**src/design/nss_pkg.sv**
```systemverilog
`default_nettype none
package nss_pkg;

    localparam int CoordW     = 16;
    localparam int MaxPieces  = 9;
    localparam int PIdxW      = 4;
    localparam int QueueDepth = 2;

    typedef enum logic [1:0] {
        COL_L,
        COL_R,
        COL_M,
        COL_F
    } t_col;

    typedef enum logic [1:0] {
        ROW_T,
        ROW_B,
        ROW_M,
        ROW_F
    } t_row;

    typedef struct packed {
        t_col col;
        t_row row;
    } t_piece;

    typedef struct packed {
        t_piece [MaxPieces-1:0] list;
        logic [PIdxW-1:0]       last_idx;
    } t_plan;

    // raw edges plus clamped extents
    typedef struct packed {
        logic [CoordW-1:0] dl;
        logic [CoordW-1:0] dt;
        logic [CoordW-1:0] dr;
        logic [CoordW-1:0] db;
        logic [CoordW-1:0] sl;
        logic [CoordW-1:0] st;
        logic [CoordW-1:0] sr;
        logic [CoordW-1:0] sb;
        logic [CoordW-1:0] w;
        logic [CoordW-1:0] h;
        logic [CoordW-1:0] sw;
        logic [CoordW-1:0] sh;
    } t_rect;

    typedef struct packed {
        t_rect             rect;
        logic [CoordW-1:0] lw;
        logic [CoordW-1:0] rw;
        logic [CoordW-1:0] th;
        logic [CoordW-1:0] bh;
        t_plan             plan;
    } t_entry;

    typedef struct packed {
        logic full;
        logic empty;
    } t_q_stat;

endpackage
`default_nettype wire

```
**src/design/nss_queue.sv**
```systemverilog
`default_nettype none
module nss_queue #(
    parameter int DEPTH = nss_pkg::QueueDepth
) (
    input  wire logic           i_clk,
    input  wire logic           i_rst_n,
    input  wire logic           i_push,
    input  wire nss_pkg::t_entry i_data,
    input  wire logic           i_pop,
    output nss_pkg::t_entry     o_data,
    output nss_pkg::t_q_stat    o_stat
);

    localparam int PtrW = (DEPTH > 1) ? $clog2(DEPTH) : 1;
    localparam int CntW = $clog2(DEPTH + 1);

    nss_pkg::t_entry r_mem [DEPTH];
    logic [PtrW-1:0] r_wr, n_wr;
    logic [PtrW-1:0] r_rd, n_rd;
    logic [CntW-1:0] r_cnt, n_cnt;

    always_comb begin
        n_wr  = r_wr;
        n_rd  = r_rd;
        n_cnt = r_cnt;
        if (i_push) begin
            n_wr = (r_wr == PtrW'(DEPTH - 1)) ? '0 : r_wr + 1'b1;
        end
        if (i_pop) begin
            n_rd = (r_rd == PtrW'(DEPTH - 1)) ? '0 : r_rd + 1'b1;
        end
        if (i_push && !i_pop) begin
            n_cnt = r_cnt + 1'b1;
        end else if (!i_push && i_pop) begin
            n_cnt = r_cnt - 1'b1;
        end
    end

    always_ff @(posedge i_clk) begin
        if (!i_rst_n) begin
            r_wr  <= '0;
            r_rd  <= '0;
            r_cnt <= '0;
        end else begin
            r_wr  <= n_wr;
            r_rd  <= n_rd;
            r_cnt <= n_cnt;
        end
    end

    always_ff @(posedge i_clk) begin
        if (i_push) begin
            r_mem[r_wr] <= i_data;
        end
    end

    assign o_data       = r_mem[r_rd];
    assign o_stat.full  = (r_cnt == CntW'(DEPTH));
    assign o_stat.empty = (r_cnt == '0);

endmodule
`default_nettype wire

```
**src/design/nss_front.sv**
```systemverilog
`default_nettype none
module nss_front (
    input  wire logic                 i_clk,
    input  wire logic                 i_rst_n,
    input  wire logic                 i_start,
    output logic                      o_busy,
    input  wire logic signed [15:0]   i_dst_left,
    input  wire logic signed [15:0]   i_dst_top,
    input  wire logic signed [15:0]   i_dst_right,
    input  wire logic signed [15:0]   i_dst_bottom,
    input  wire logic signed [15:0]   i_src_left,
    input  wire logic signed [15:0]   i_src_top,
    input  wire logic signed [15:0]   i_src_right,
    input  wire logic signed [15:0]   i_src_bottom,
    input  wire nss_pkg::t_q_stat     i_q_stat,
    output logic                      o_push,
    output nss_pkg::t_entry           o_entry
);

    function automatic nss_pkg::t_plan make_plan(
        input logic eq_w,
        input logic eq_h,
        input logic wider,
        input logic taller
    );
        nss_pkg::t_plan          p;
        logic [nss_pkg::PIdxW-1:0] n;
        for (int i = 0; i < nss_pkg::MaxPieces; i++) begin
            p.list[i] = '{col: nss_pkg::COL_F, row: nss_pkg::ROW_F};
        end
        n = '0;
        if (eq_w && eq_h) begin
            n = n + 1'b1;
        end else if (eq_h) begin
            p.list[0] = '{col: nss_pkg::COL_L, row: nss_pkg::ROW_F};
            p.list[1] = '{col: nss_pkg::COL_R, row: nss_pkg::ROW_F};
            n = nss_pkg::PIdxW'(2);
            if (wider) begin
                p.list[2] = '{col: nss_pkg::COL_M, row: nss_pkg::ROW_F};
                n = nss_pkg::PIdxW'(3);
            end
        end else if (eq_w) begin
            p.list[0] = '{col: nss_pkg::COL_F, row: nss_pkg::ROW_T};
            p.list[1] = '{col: nss_pkg::COL_F, row: nss_pkg::ROW_B};
            n = nss_pkg::PIdxW'(2);
            if (taller) begin
                p.list[2] = '{col: nss_pkg::COL_F, row: nss_pkg::ROW_M};
                n = nss_pkg::PIdxW'(3);
            end
        end else begin
            p.list[0] = '{col: nss_pkg::COL_L, row: nss_pkg::ROW_T};
            p.list[1] = '{col: nss_pkg::COL_R, row: nss_pkg::ROW_T};
            p.list[2] = '{col: nss_pkg::COL_L, row: nss_pkg::ROW_B};
            p.list[3] = '{col: nss_pkg::COL_R, row: nss_pkg::ROW_B};
            n = nss_pkg::PIdxW'(4);
            if (wider) begin
                p.list[n]        = '{col: nss_pkg::COL_M, row: nss_pkg::ROW_T};
                p.list[n + 1'b1] = '{col: nss_pkg::COL_M, row: nss_pkg::ROW_B};
                n = n + nss_pkg::PIdxW'(2);
            end
            if (taller) begin
                p.list[n]        = '{col: nss_pkg::COL_L, row: nss_pkg::ROW_M};
                p.list[n + 1'b1] = '{col: nss_pkg::COL_R, row: nss_pkg::ROW_M};
                n = n + nss_pkg::PIdxW'(2);
            end
            if (wider && taller) begin
                p.list[n] = '{col: nss_pkg::COL_M, row: nss_pkg::ROW_M};
                n = n + 1'b1;
            end
        end
        p.last_idx = n - 1'b1;
        return p;
    endfunction

    logic           r_a_valid, n_a_valid;
    nss_pkg::t_rect r_a;
    nss_pkg::t_rect a_in;
    logic           accept;
    logic [15:0]    min_w, min_h;

    assign o_busy = r_a_valid && i_q_stat.full;
    assign accept = i_start && !o_busy;
    assign o_push = r_a_valid && !i_q_stat.full;

    // stage A: extents, negative spans clamp to zero
    always_comb begin
        a_in.dl = i_dst_left;
        a_in.dt = i_dst_top;
        a_in.dr = i_dst_right;
        a_in.db = i_dst_bottom;
        a_in.sl = i_src_left;
        a_in.st = i_src_top;
        a_in.sr = i_src_right;
        a_in.sb = i_src_bottom;
        a_in.w  = (i_dst_right > i_dst_left) ? 16'(i_dst_right - i_dst_left) : '0;
        a_in.h  = (i_dst_bottom > i_dst_top) ? 16'(i_dst_bottom - i_dst_top) : '0;
        a_in.sw = (i_src_right > i_src_left) ? 16'(i_src_right - i_src_left) : '0;
        a_in.sh = (i_src_bottom > i_src_top) ? 16'(i_src_bottom - i_src_top) : '0;
    end

    always_comb begin
        n_a_valid = r_a_valid;
        if (accept) begin
            n_a_valid = 1'b1;
        end else if (o_push) begin
            n_a_valid = 1'b0;
        end
    end

    always_ff @(posedge i_clk) begin
        if (!i_rst_n) begin
            r_a_valid <= 1'b0;
        end else begin
            r_a_valid <= n_a_valid;
        end
    end

    always_ff @(posedge i_clk) begin
        if (accept) begin
            r_a <= a_in;
        end
    end

    // classify: corner split and command list
    always_comb begin
        min_w         = (r_a.w < r_a.sw) ? r_a.w : r_a.sw;
        min_h         = (r_a.h < r_a.sh) ? r_a.h : r_a.sh;
        o_entry.rect  = r_a;
        o_entry.lw    = {1'b0, min_w[15:1]};
        o_entry.rw    = min_w - {1'b0, min_w[15:1]};
        o_entry.th    = {1'b0, min_h[15:1]};
        o_entry.bh    = min_h - {1'b0, min_h[15:1]};
        o_entry.plan  = make_plan(r_a.w == r_a.sw, r_a.h == r_a.sh,
                                  r_a.w > r_a.sw, r_a.h > r_a.sh);
    end

endmodule
`default_nettype wire

```
**src/design/nss_back.sv**
```systemverilog
`default_nettype none
module nss_back (
    input  wire logic                i_clk,
    input  wire logic                i_rst_n,
    input  wire nss_pkg::t_q_stat    i_q_stat,
    input  wire nss_pkg::t_entry     i_entry,
    output logic                     o_pop,
    output logic                     o_valid,
    output logic signed [15:0]       o_out_dst_x,
    output logic signed [15:0]       o_out_dst_y,
    output logic        [15:0]       o_out_dst_w,
    output logic        [15:0]       o_out_dst_h,
    output logic signed [15:0]       o_out_src_x,
    output logic signed [15:0]       o_out_src_y,
    output logic        [15:0]       o_out_src_w,
    output logic        [15:0]       o_out_src_h,
    output logic                     o_last_piece
);

    logic                      r_busy, n_busy;
    logic [nss_pkg::PIdxW-1:0] r_idx, n_idx;
    nss_pkg::t_entry           r_ent;
    logic                      r_valid;
    logic [15:0]               r_dx, r_dy, r_dw, r_dh, r_sx, r_sy, r_sw, r_sh;
    logic                      r_last;
    nss_pkg::t_piece           pc;
    logic                      last;
    logic [15:0]               dx, dy, dw, dh, sx, sy, sw, sh;

    assign last  = (r_idx == r_ent.plan.last_idx);
    assign o_pop = !i_q_stat.empty && (!r_busy || last);

    always_comb begin
        n_busy = o_pop || (r_busy && !last);
        n_idx  = r_idx;
        if (o_pop) begin
            n_idx = '0;
        end else if (r_busy) begin
            n_idx = r_idx + 1'b1;
        end
    end

    always_comb begin
        pc = r_ent.plan.list[r_idx];
        unique case (pc.col)
            nss_pkg::COL_L: begin
                dx = r_ent.rect.dl;
                dw = r_ent.lw;
                sx = r_ent.rect.sl;
                sw = r_ent.lw;
            end
            nss_pkg::COL_R: begin
                dx = r_ent.rect.dr - r_ent.rw;
                dw = r_ent.rw;
                sx = r_ent.rect.sr - r_ent.rw;
                sw = r_ent.rw;
            end
            nss_pkg::COL_M: begin
                dx = r_ent.rect.dl + r_ent.lw;
                dw = r_ent.rect.w - r_ent.rect.sw;
                sx = r_ent.rect.sl + r_ent.lw;
                sw = 16'd1;
            end
            default: begin
                dx = r_ent.rect.dl;
                dw = r_ent.rect.w;
                sx = r_ent.rect.sl;
                sw = r_ent.rect.w;
            end
        endcase
        unique case (pc.row)
            nss_pkg::ROW_T: begin
                dy = r_ent.rect.dt;
                dh = r_ent.th;
                sy = r_ent.rect.st;
                sh = r_ent.th;
            end
            nss_pkg::ROW_B: begin
                dy = r_ent.rect.db - r_ent.bh;
                dh = r_ent.bh;
                sy = r_ent.rect.sb - r_ent.bh;
                sh = r_ent.bh;
            end
            nss_pkg::ROW_M: begin
                dy = r_ent.rect.dt + r_ent.th;
                dh = r_ent.rect.h - r_ent.rect.sh;
                sy = r_ent.rect.st + r_ent.th;
                sh = 16'd1;
            end
            default: begin
                dy = r_ent.rect.dt;
                dh = r_ent.rect.h;
                sy = r_ent.rect.st;
                sh = r_ent.rect.h;
            end
        endcase
    end

    always_ff @(posedge i_clk) begin
        if (!i_rst_n) begin
            r_busy  <= 1'b0;
            r_idx   <= '0;
            r_valid <= 1'b0;
        end else begin
            r_busy  <= n_busy;
            r_idx   <= n_idx;
            r_valid <= r_busy;
        end
    end

    always_ff @(posedge i_clk) begin
        if (o_pop) begin
            r_ent <= i_entry;
        end
        if (r_busy) begin
            r_dx   <= dx;
            r_dy   <= dy;
            r_dw   <= dw;
            r_dh   <= dh;
            r_sx   <= sx;
            r_sy   <= sy;
            r_sw   <= sw;
            r_sh   <= sh;
            r_last <= last;
        end
    end

    assign o_valid      = r_valid;
    assign o_out_dst_x  = r_dx;
    assign o_out_dst_y  = r_dy;
    assign o_out_dst_w  = r_dw;
    assign o_out_dst_h  = r_dh;
    assign o_out_src_x  = r_sx;
    assign o_out_src_y  = r_sy;
    assign o_out_src_w  = r_sw;
    assign o_out_src_h  = r_sh;
    assign o_last_piece = r_last;

`ifndef NO_ASSERTIONS
    a_idx_in_plan: assert property (@(posedge i_clk) disable iff (!i_rst_n)
        r_busy |-> (r_idx <= r_ent.plan.last_idx))
        else $error("command index ran past end of plan");

    a_beats_contiguous: assert property (@(posedge i_clk) disable iff (!i_rst_n)
        (o_valid && !o_last_piece) |=> o_valid)
        else $error("gap inside one rectangle pair's commands");

    a_no_idle_with_work: assert property (@(posedge i_clk) disable iff (!i_rst_n)
        (!r_busy && !i_q_stat.empty) |=> r_busy)
        else $error("back end idle while queue holds work");
`endif

endmodule
`default_nettype wire

```
**src/design/nine_slice_stretch_planner.sv**
```systemverilog
`default_nettype none
// Nine-slice stretch planner. A rectangle pair is taken at a clock edge with
// i_start high and o_busy low; it yields 1, 2, 3, 4, 6 or 9 blit commands, one
// beat per cycle within a pair on the o_* ports, each beat marked by o_valid
// for a single cycle and the pair's final beat by o_last_piece. The receiver
// cannot stall the block, so beats must be taken as they appear. A pair passes
// the front-end register, the queue and the back end's entry register before
// its first beat. The back end's single command sequencer sets throughput,
// taking the next pair with the current one's last command; the front end and
// a QUEUE_DEPTH-entry queue hold pairs; o_busy rises only when both are full.
module nine_slice_stretch_planner #(
    parameter int QUEUE_DEPTH = nss_pkg::QueueDepth
) (
    input  wire logic                i_clk,
    input  wire logic                i_rst_n,
    input  wire logic                i_start,
    output logic                     o_busy,
    input  wire logic signed [15:0]  i_dst_left,
    input  wire logic signed [15:0]  i_dst_top,
    input  wire logic signed [15:0]  i_dst_right,
    input  wire logic signed [15:0]  i_dst_bottom,
    input  wire logic signed [15:0]  i_src_left,
    input  wire logic signed [15:0]  i_src_top,
    input  wire logic signed [15:0]  i_src_right,
    input  wire logic signed [15:0]  i_src_bottom,
    output logic                     o_valid,
    output logic signed [15:0]       o_out_dst_x,
    output logic signed [15:0]       o_out_dst_y,
    output logic        [15:0]       o_out_dst_w,
    output logic        [15:0]       o_out_dst_h,
    output logic signed [15:0]       o_out_src_x,
    output logic signed [15:0]       o_out_src_y,
    output logic        [15:0]       o_out_src_w,
    output logic        [15:0]       o_out_src_h,
    output logic                     o_last_piece
);

    nss_pkg::t_q_stat q_stat;
    nss_pkg::t_entry  push_entry;
    nss_pkg::t_entry  head_entry;
    logic             push;
    logic             pop;

    nss_front u_front (
        .i_clk        (i_clk),
        .i_rst_n      (i_rst_n),
        .i_start      (i_start),
        .o_busy       (o_busy),
        .i_dst_left   (i_dst_left),
        .i_dst_top    (i_dst_top),
        .i_dst_right  (i_dst_right),
        .i_dst_bottom (i_dst_bottom),
        .i_src_left   (i_src_left),
        .i_src_top    (i_src_top),
        .i_src_right  (i_src_right),
        .i_src_bottom (i_src_bottom),
        .i_q_stat     (q_stat),
        .o_push       (push),
        .o_entry      (push_entry)
    );

    nss_queue #(
        .DEPTH (QUEUE_DEPTH)
    ) u_queue (
        .i_clk   (i_clk),
        .i_rst_n (i_rst_n),
        .i_push  (push),
        .i_data  (push_entry),
        .i_pop   (pop),
        .o_data  (head_entry),
        .o_stat  (q_stat)
    );

    nss_back u_back (
        .i_clk        (i_clk),
        .i_rst_n      (i_rst_n),
        .i_q_stat     (q_stat),
        .i_entry      (head_entry),
        .o_pop        (pop),
        .o_valid      (o_valid),
        .o_out_dst_x  (o_out_dst_x),
        .o_out_dst_y  (o_out_dst_y),
        .o_out_dst_w  (o_out_dst_w),
        .o_out_dst_h  (o_out_dst_h),
        .o_out_src_x  (o_out_src_x),
        .o_out_src_y  (o_out_src_y),
        .o_out_src_w  (o_out_src_w),
        .o_out_src_h  (o_out_src_h),
        .o_last_piece (o_last_piece)
    );

endmodule
`default_nettype wire

```
**config.mk**
```make
export PLATFORM = sky130hd
export DESIGN_NAME = nine_slice_stretch_planner
export DESIGN_NICKNAME = d
export VERILOG_FILES = /design/src/design/nss_pkg.sv /design/src/design/nss_queue.sv /design/src/design/nss_front.sv /design/src/design/nss_back.sv /design/src/design/nine_slice_stretch_planner.sv
export SDC_FILE = /design/constraint.sdc
export NUM_CORES = 2
export LEC_CHECK = 0
export ABC_AREA = 1
export BUFFER_PORTS_ARGS = -buffer_cell sky130_fd_sc_hd__buf_2
export CAP_MARGIN = 20
export CORE_MARGIN = 10
export CORE_UTILIZATION = 30
export DETAILED_ROUTE_END_ITERATION = 12
export PLACE_DENSITY = 0.5
export REMOVE_ABC_BUFFERS = 1
export SLEW_MARGIN = 25
export SYNTH_ARGS = -nofsm -noshare
export SYNTH_HDL_FRONTEND = slang
export SYNTH_SLANG_ARGS = --single-unit
```
**constraint.sdc**
```tcl
create_clock -name i_clk -period 12.4 [get_ports i_clk]
set_input_delay 2.48 -clock i_clk [delete_from_list [all_inputs] [get_ports i_clk]]
set_output_delay 2.48 -clock i_clk [all_outputs]
set_load 0.02 [all_outputs]
```
Word level (Yosys, flattened, before mapping)

Memory sizes are Yosys's and may differ from the RTL's. A register that Yosys moved wholly into a read port is not among the register bits.
Index checks and enable logic that the tools add are counted.

Register bits: 364
RAM bits: 588
Input port bits: 131
Output and inout bits: 131
Word-level logic and storage cells: 172
Memories: 1

Memories:

| memory        | words | bits a word | read ports | clocked after memory_dff | write ports | RTL line        | RTL |
|---|---|---|---|---|---|---|---|
| u_queue.r_mem | 2     | 294         | 1          | 1                        | 1           | nss_queue.sv:17 | `nss_pkg::t_entry r_mem [DEPTH];` |

$add $sub $neg: 25
Magnitude comparators: 15
Equal/unequal tests: 8
Multiplexer cells: 56
Bitwise logic cells: 10
Reductions and logical operators: 27

Operators by type and width:

| kind                                                              | count |
|---|---|
| two-way mux 36 bit                                                | 6 |
| case mux 16 bit (3 select lines)                                  | 4 |
| subtractor 16 bit                                                 | 10 |
| case mux 16 bit (2 select lines)                                  | 4 |
| greater-than comparator 16 bit                                    | 6 |
| adder 16 bit                                                      | 4 |
| two-way mux 4 bit                                                 | 15 |
| demux 4 bit (select 4 bit)                                        | 3 |
| two-way mux 24 bit                                                | 2 |
| bitwise AND 18 bit                                                | 2 |
| NOT 18 bit                                                        | 2 |
| OR 18 bit                                                         | 2 |
| equality test 16 bit                                              | 2 |
| less-than comparator 16 bit                                       | 2 |
| two-way mux 16 bit                                                | 2 |
| subtractor 16 x 15 -> 16 bit                                      | 2 |
| bitwise AND 27 bit                                                | 1 |
| NOT 27 bit                                                        | 1 |
| two-way mux 12 bit                                                | 2 |
| two-way mux 8 bit                                                 | 3 |
| less-than comparator 4 x 5 -> 1 bit, second input constant        | 4 |
| binary-select mux 4 bit (select 4 bit)                            | 1 |
| adder 4 x 1 -> 4 bit, second input constant                       | 3 |
| greater-or-equal comparator 4 x 1 -> 1 bit, second input constant | 3 |
| 20 further kinds                                                  | 55 |

Depth between registers and ports, before layout

Word-level depth: 21
Gate-level depth with buffers: 23
Gate-level depth less buffers: 22

Cells and area by module

Synthesis repeated with hierarchy kept, for this count alone.

Cell total of the unflattened synthesis: 5305
Area total of the unflattened synthesis: 60513.0 um2

Modules (own cells, without submodules):

| module    | times used | cells an instance | area each (um2) | sequential area each (um2) |
|---|---|---|---|---|
| nss_back  | 1          | 2866              | 24965.2         | 12882.4 |
| nss_queue | 1          | 956               | 22579.2         | 17877.1 |
| nss_front | 1          | 1483              | 12968.7         | 5785.5 |

Worst setup path after synthesis

OpenSTA, ideal clock, no wires.

Path kind: register to register
From: reg u_queue.r_cnt[0]
To: mem u_queue.r_mem[1][0] in the netlist's numbering (enable)
Library setup time: 0.904 ns
Data arrival time: 11.845 ns
Data required time: 11.496 ns
Setup slack: -0.350 ns
Cell stages (with the launch flop): 5
Buffers on the path: 0
Clock period less this slack: 12.750 ns
Cell sequence: dfxtp_1 -> inv_1 -> a21oi_1 -> inv_1 -> nor2_1

Cells in the longest elaborated chain, start to end: 5

Ends and longest elaborated chain:

| item                                    | RTL line                         | RTL |
|---|---|---|
| from (decl)                             | nss_queue.sv:20                  | `logic [CntW-1:0] r_cnt, n_cnt;` |
| from (signal assigned)                  | nss_queue.sv:47                  | `r_cnt <= n_cnt;` |
| equality test 2 bit                     | nss_queue.sv:58                  | `assign o_stat.full = (r_cnt == CntW'(DEPTH));` |
| logical NOT 1 bit                       | nss_front.sv:83                  | `assign o_push = r_a_valid && !i_q_stat.full;` |
| logical AND 1 bit                       | nss_front.sv:83                  |  |
| via push                                | nine_slice_stretch_planner.sv:41 | `logic push;` |
| two-way mux 1 bit                       | nss_queue.sv:52                  | `if (i_push) begin` |
| two-way mux 1 bit (not written as such) | nss_queue.sv:53                  | `r_mem[r_wr] <= i_data;` |
| to (decl)                               | nss_queue.sv:17                  |  |

The timed path passes the listed nets, and every way through them passes these cells.

==> flow_summary.yaml <==
outcome:
  status: "complete, no violations"
logic_synthesis:
  synthCells: 5678
  yosys_warnings: 0
  netlist.area_leader.share: 0.603
  synth.distinct_cells: 50
  async_flop_share: 0
  synth_top_area_cell: "edfxtp_1"
  synth_edf_count: 1128
  synth_flop_cell: "edfxtp_1"
  avgSynthCellArea_um2: 9.90
  synth_area_mm2: 0.0562
  synth_area_leaders: "edfxtp_1, nand2_1, ha_1"
  ys_seq_elements: 1139
  synth-seq-area-share: 0.607
floorplanning:
  start_util: 0.302
  io_pins: 262
  die_w_um: 453
  coreArea_mm2: 0.186
  die_area_mm2: 0.205
  dieHeight_um: 453
  rows: 158
layout:
  n_fill_cell: 18800
  syn2layout_area_growth_pct: 14.6
  multi_input_area_mm2: 0.0189
  layout_common_cells: "nand2_1, edfxtp_1, inv_1, ha_1, a21oi_1"
  fin_area_mm2: 0.0644
  post_route_cells_drive_above_1_share: 0.0930
  mostFrequentLayoutCell: "nand2_1"
  final_nets: 6426
  final_cells: 8571
  seqCellArea_mm2: 0.0341
clocking:
  htreeDepth: 3
  clkLatencyLatePin_ps: 770
  clk_pin_slew_ps: 60
  clock-sinks: 1139
  cts_buffers: 120
  cts_tree: "yes"
  cts-root-buf: "clkbuf_16"
  post_cts_resize_count: 0
  cts_buffer_depth: 3
  cts_setup_buffers: 0
  postCtsHoldBufs: 0
worst_hold_path:
  min_from: "u_front.o_entry[235]$_DFFE_PP_"
  min_path_type: "flip-flop to flip-flop"
  min_to: "u_queue.r_mem[1][233]$_DFFE_PP_"
  min_path_cells: 0
setup_path:
  path_cells: "ha_1 > a21oi_1 > nor2_1 > nor3_1 > nand2_1 > nand2_1 > nand2_2 > o21ai_0 > inv_1 > ha_1 > a21oi_1 > nand2_1 > nand3_1 > nand2_1 > a21oi_1 > nand3b_1 > nand2_1"
  rr_startpoint: "u_front.o_entry[157]$_SDFFCE_PP0P_"
  crit_path_start_kind: "flip-flop"
  crit_slowest_cell: "o21ai_0"
  cp-startpoint: "u_front.o_entry[157]$_SDFFCE_PP0P_"
  worst_path_most_repeated_cell: "nand2_1"
  crit_fanout: 33
  cp.required_ps: 12890
  path_buf_inv: 1
  ff2ff_path_depth: 17
  arrival_ps: 5300
  path_class: "flip-flop to flip-flop"
  max_stage_delay_ps: 970
  path_delay_family: "compound AO/OA/AOI/OAI gates"
  cp-end-kind: "flip-flop"
  rrSetupSlack_ps: 7590
  r2r_end: "u_queue.r_mem[1][86]$_DFFE_PP_"
place:
  dp_hpwl_mm: 131
  placedInstanceArea_mm2: 0.0604
  pre_cts_slack_ps: 7110
  dp_cells: 8343
  port_buffers: 261
  gp_congestion: 0.912
power:
  p_per_area_mw_per_mm2: 291
  p_leak_nw: 28.0
  p_total_mw: 18.7
  vdd_drop_max_v: 0.000169
grt:
  grt_overflow: 0
  grt_max_degree: 152
  antenna_found_initial: 27
  first_global_vias: 37300
  grt_pass1_wl_mm: 255
  grtUsageTotal: 0.167
sta:
  fin_crit_sh: 0.388
  rsz0062_at_grt: "false"
  fmax_mhz: 208
  finalSetupViolCount: 0
  fin_worst_skew_ps: 47.7
  drv_slew: 0
  hold_violations: 0
  slew_headroom: 0.301
  worstMarginPinSlew_ps: 1050
  period_minus_slack_ps: 4810
  worst_slack_ps: 7590
  tns_ps: 0
routing:
  drc: 0
  drt_iter0_drc: 3503
  wire_per_inst_um: 20.7
  drt_wl_total_mm: 177
  antenna_left: 0
  vias: 39800
  viasPerCell: 4.64
  firstDrtPassIters: 6
job:
  cap_violations: 0
## registers in the layout (all words and copies together), names as in the netlist
| register | flops |
|---|---|
| u_front.r_a_valid | 1 |
| u_queue.r_rd | 1 |
| u_queue.r_mem | 538 |
| u_queue.r_cnt | 2 |
| u_back.r_ent | 269 |
| u_front.o_entry | 192 |
| u_back.o_out_src_x | 16 |
| u_back.o_out_dst_w | 16 |
| u_back.o_out_dst_h | 16 |
| u_back.r_busy | 1 |
| u_queue.r_wr | 1 |
| u_back.o_out_dst_y | 16 |
| u_back.o_out_dst_x | 16 |
| u_back.o_out_src_y | 16 |
| u_back.o_out_src_w | 16 |
| u_back.o_out_src_h | 16 |
| u_back.o_valid | 1 |
| u_back.o_last_piece | 1 |
| u_back.r_idx | 4 |
## per-layer routing
layer | global-route usage | vias to the layer above | wire [um]
met1 | 0.232 | 19000 | 80800
met2 | 0.271 | 1014 | 82000
met5 | 0 | - | 102
li1 | - | 19500 | -
met4 | 0.0480 | 18 | 4640
met3 | 0.0242 | 216 | 9670
## cell usage after synthesis (7+ instances only)
library cell,instances
o21ai_0,147
buf_1,10
o21bai_1,22
fa_1,16
buf_2,8
nand4_1,35
nor2_2,40
a31oi_1,24
nand3_1,270
a21oi_1,279
xor2_1,43
clkbuf_1,83
nor3_1,34
nor2_1,249
o21ai_1,22
nand3b_1,22
inv_1,718
dfxtp_1,11
o21ai_2,7
edfxtp_1,1128
or2_2,15
xnor2_1,27
a21o_1,16
nor4_1,8
and2_1,8
o211ai_1,14
nand2_1,2075
ha_1,292
## worst max-delay path by stage
stage / end / slack (ps) / cells after the start
after CTS: u_queue.r_mem[1][86]$_DFFE_PP_ / 7650 / 17
after detailed placement: u_front.o_entry[210]$_DFFE_PP_ / 7110 / 5
final: u_queue.r_mem[1][86]$_DFFE_PP_ / 7590 / 17
after global routing: u_queue.r_mem[1][86]$_DFFE_PP_ / 7330 / 17
after floorplan: u_queue.r_mem[1][0]$_DFFE_PP_ / -350 / 4
after global placement: u_front.o_entry[212]$_DFFE_PP_ / 7140 / 5
## through the flow
step / hold slack (ps) / utilization
CTS: 424 / 0.346
global route: 441 / 0.346
floorplan: 421 / -
finish: 423 / 0.346
global placement: 422 / 0.325
detailed placement: 429 / 0.325
## worst reg2reg max path, cell delays in order (launching register included)
cell	delay, ps
edfxtp_1	500
ha_1	340
a21oi_1	170
nor2_1	50
nor3_1	140
nand2_1	110
nand2_1	140
nand2_2	410
o21ai_0	980
inv_1	120
ha_1	370
a21oi_1	160
nand2_1	140
nand3_1	100
nand2_1	120
a21oi_1	440
nand3b_1	180
nand2_1	80
## logic make-up after synthesis
kind of cell	synth area share
adders and majority gates	0.0707
xor gates and xnor gates	0.0109
DFF	0.607
buffers and inverters	0.0565
AOI/OAI and AO/OA	0.0541
and+or+nand+nor	0.201
## report_power, final
| group | internal [mW] | switching (mW) |
|---|---|---|
| clock network | 2.03 | 1.54 |
| registers | 5.91 | 0.795 |
| logic | 2.45 | 6.04 |
## final cells by class
type	instances	area share
Inverter	721	0.0424
Antenna cell	7	0.000272
Clock inverter	77	0.0121
Tap cell	2480	0.0482
Timing Repair Buffer	296	0.0254
Sequential cell	1139	0.530
Multi-Input combinational cell	3709	0.294
Clock buffer	142	0.0479
(Power assumes the default switching activity.)
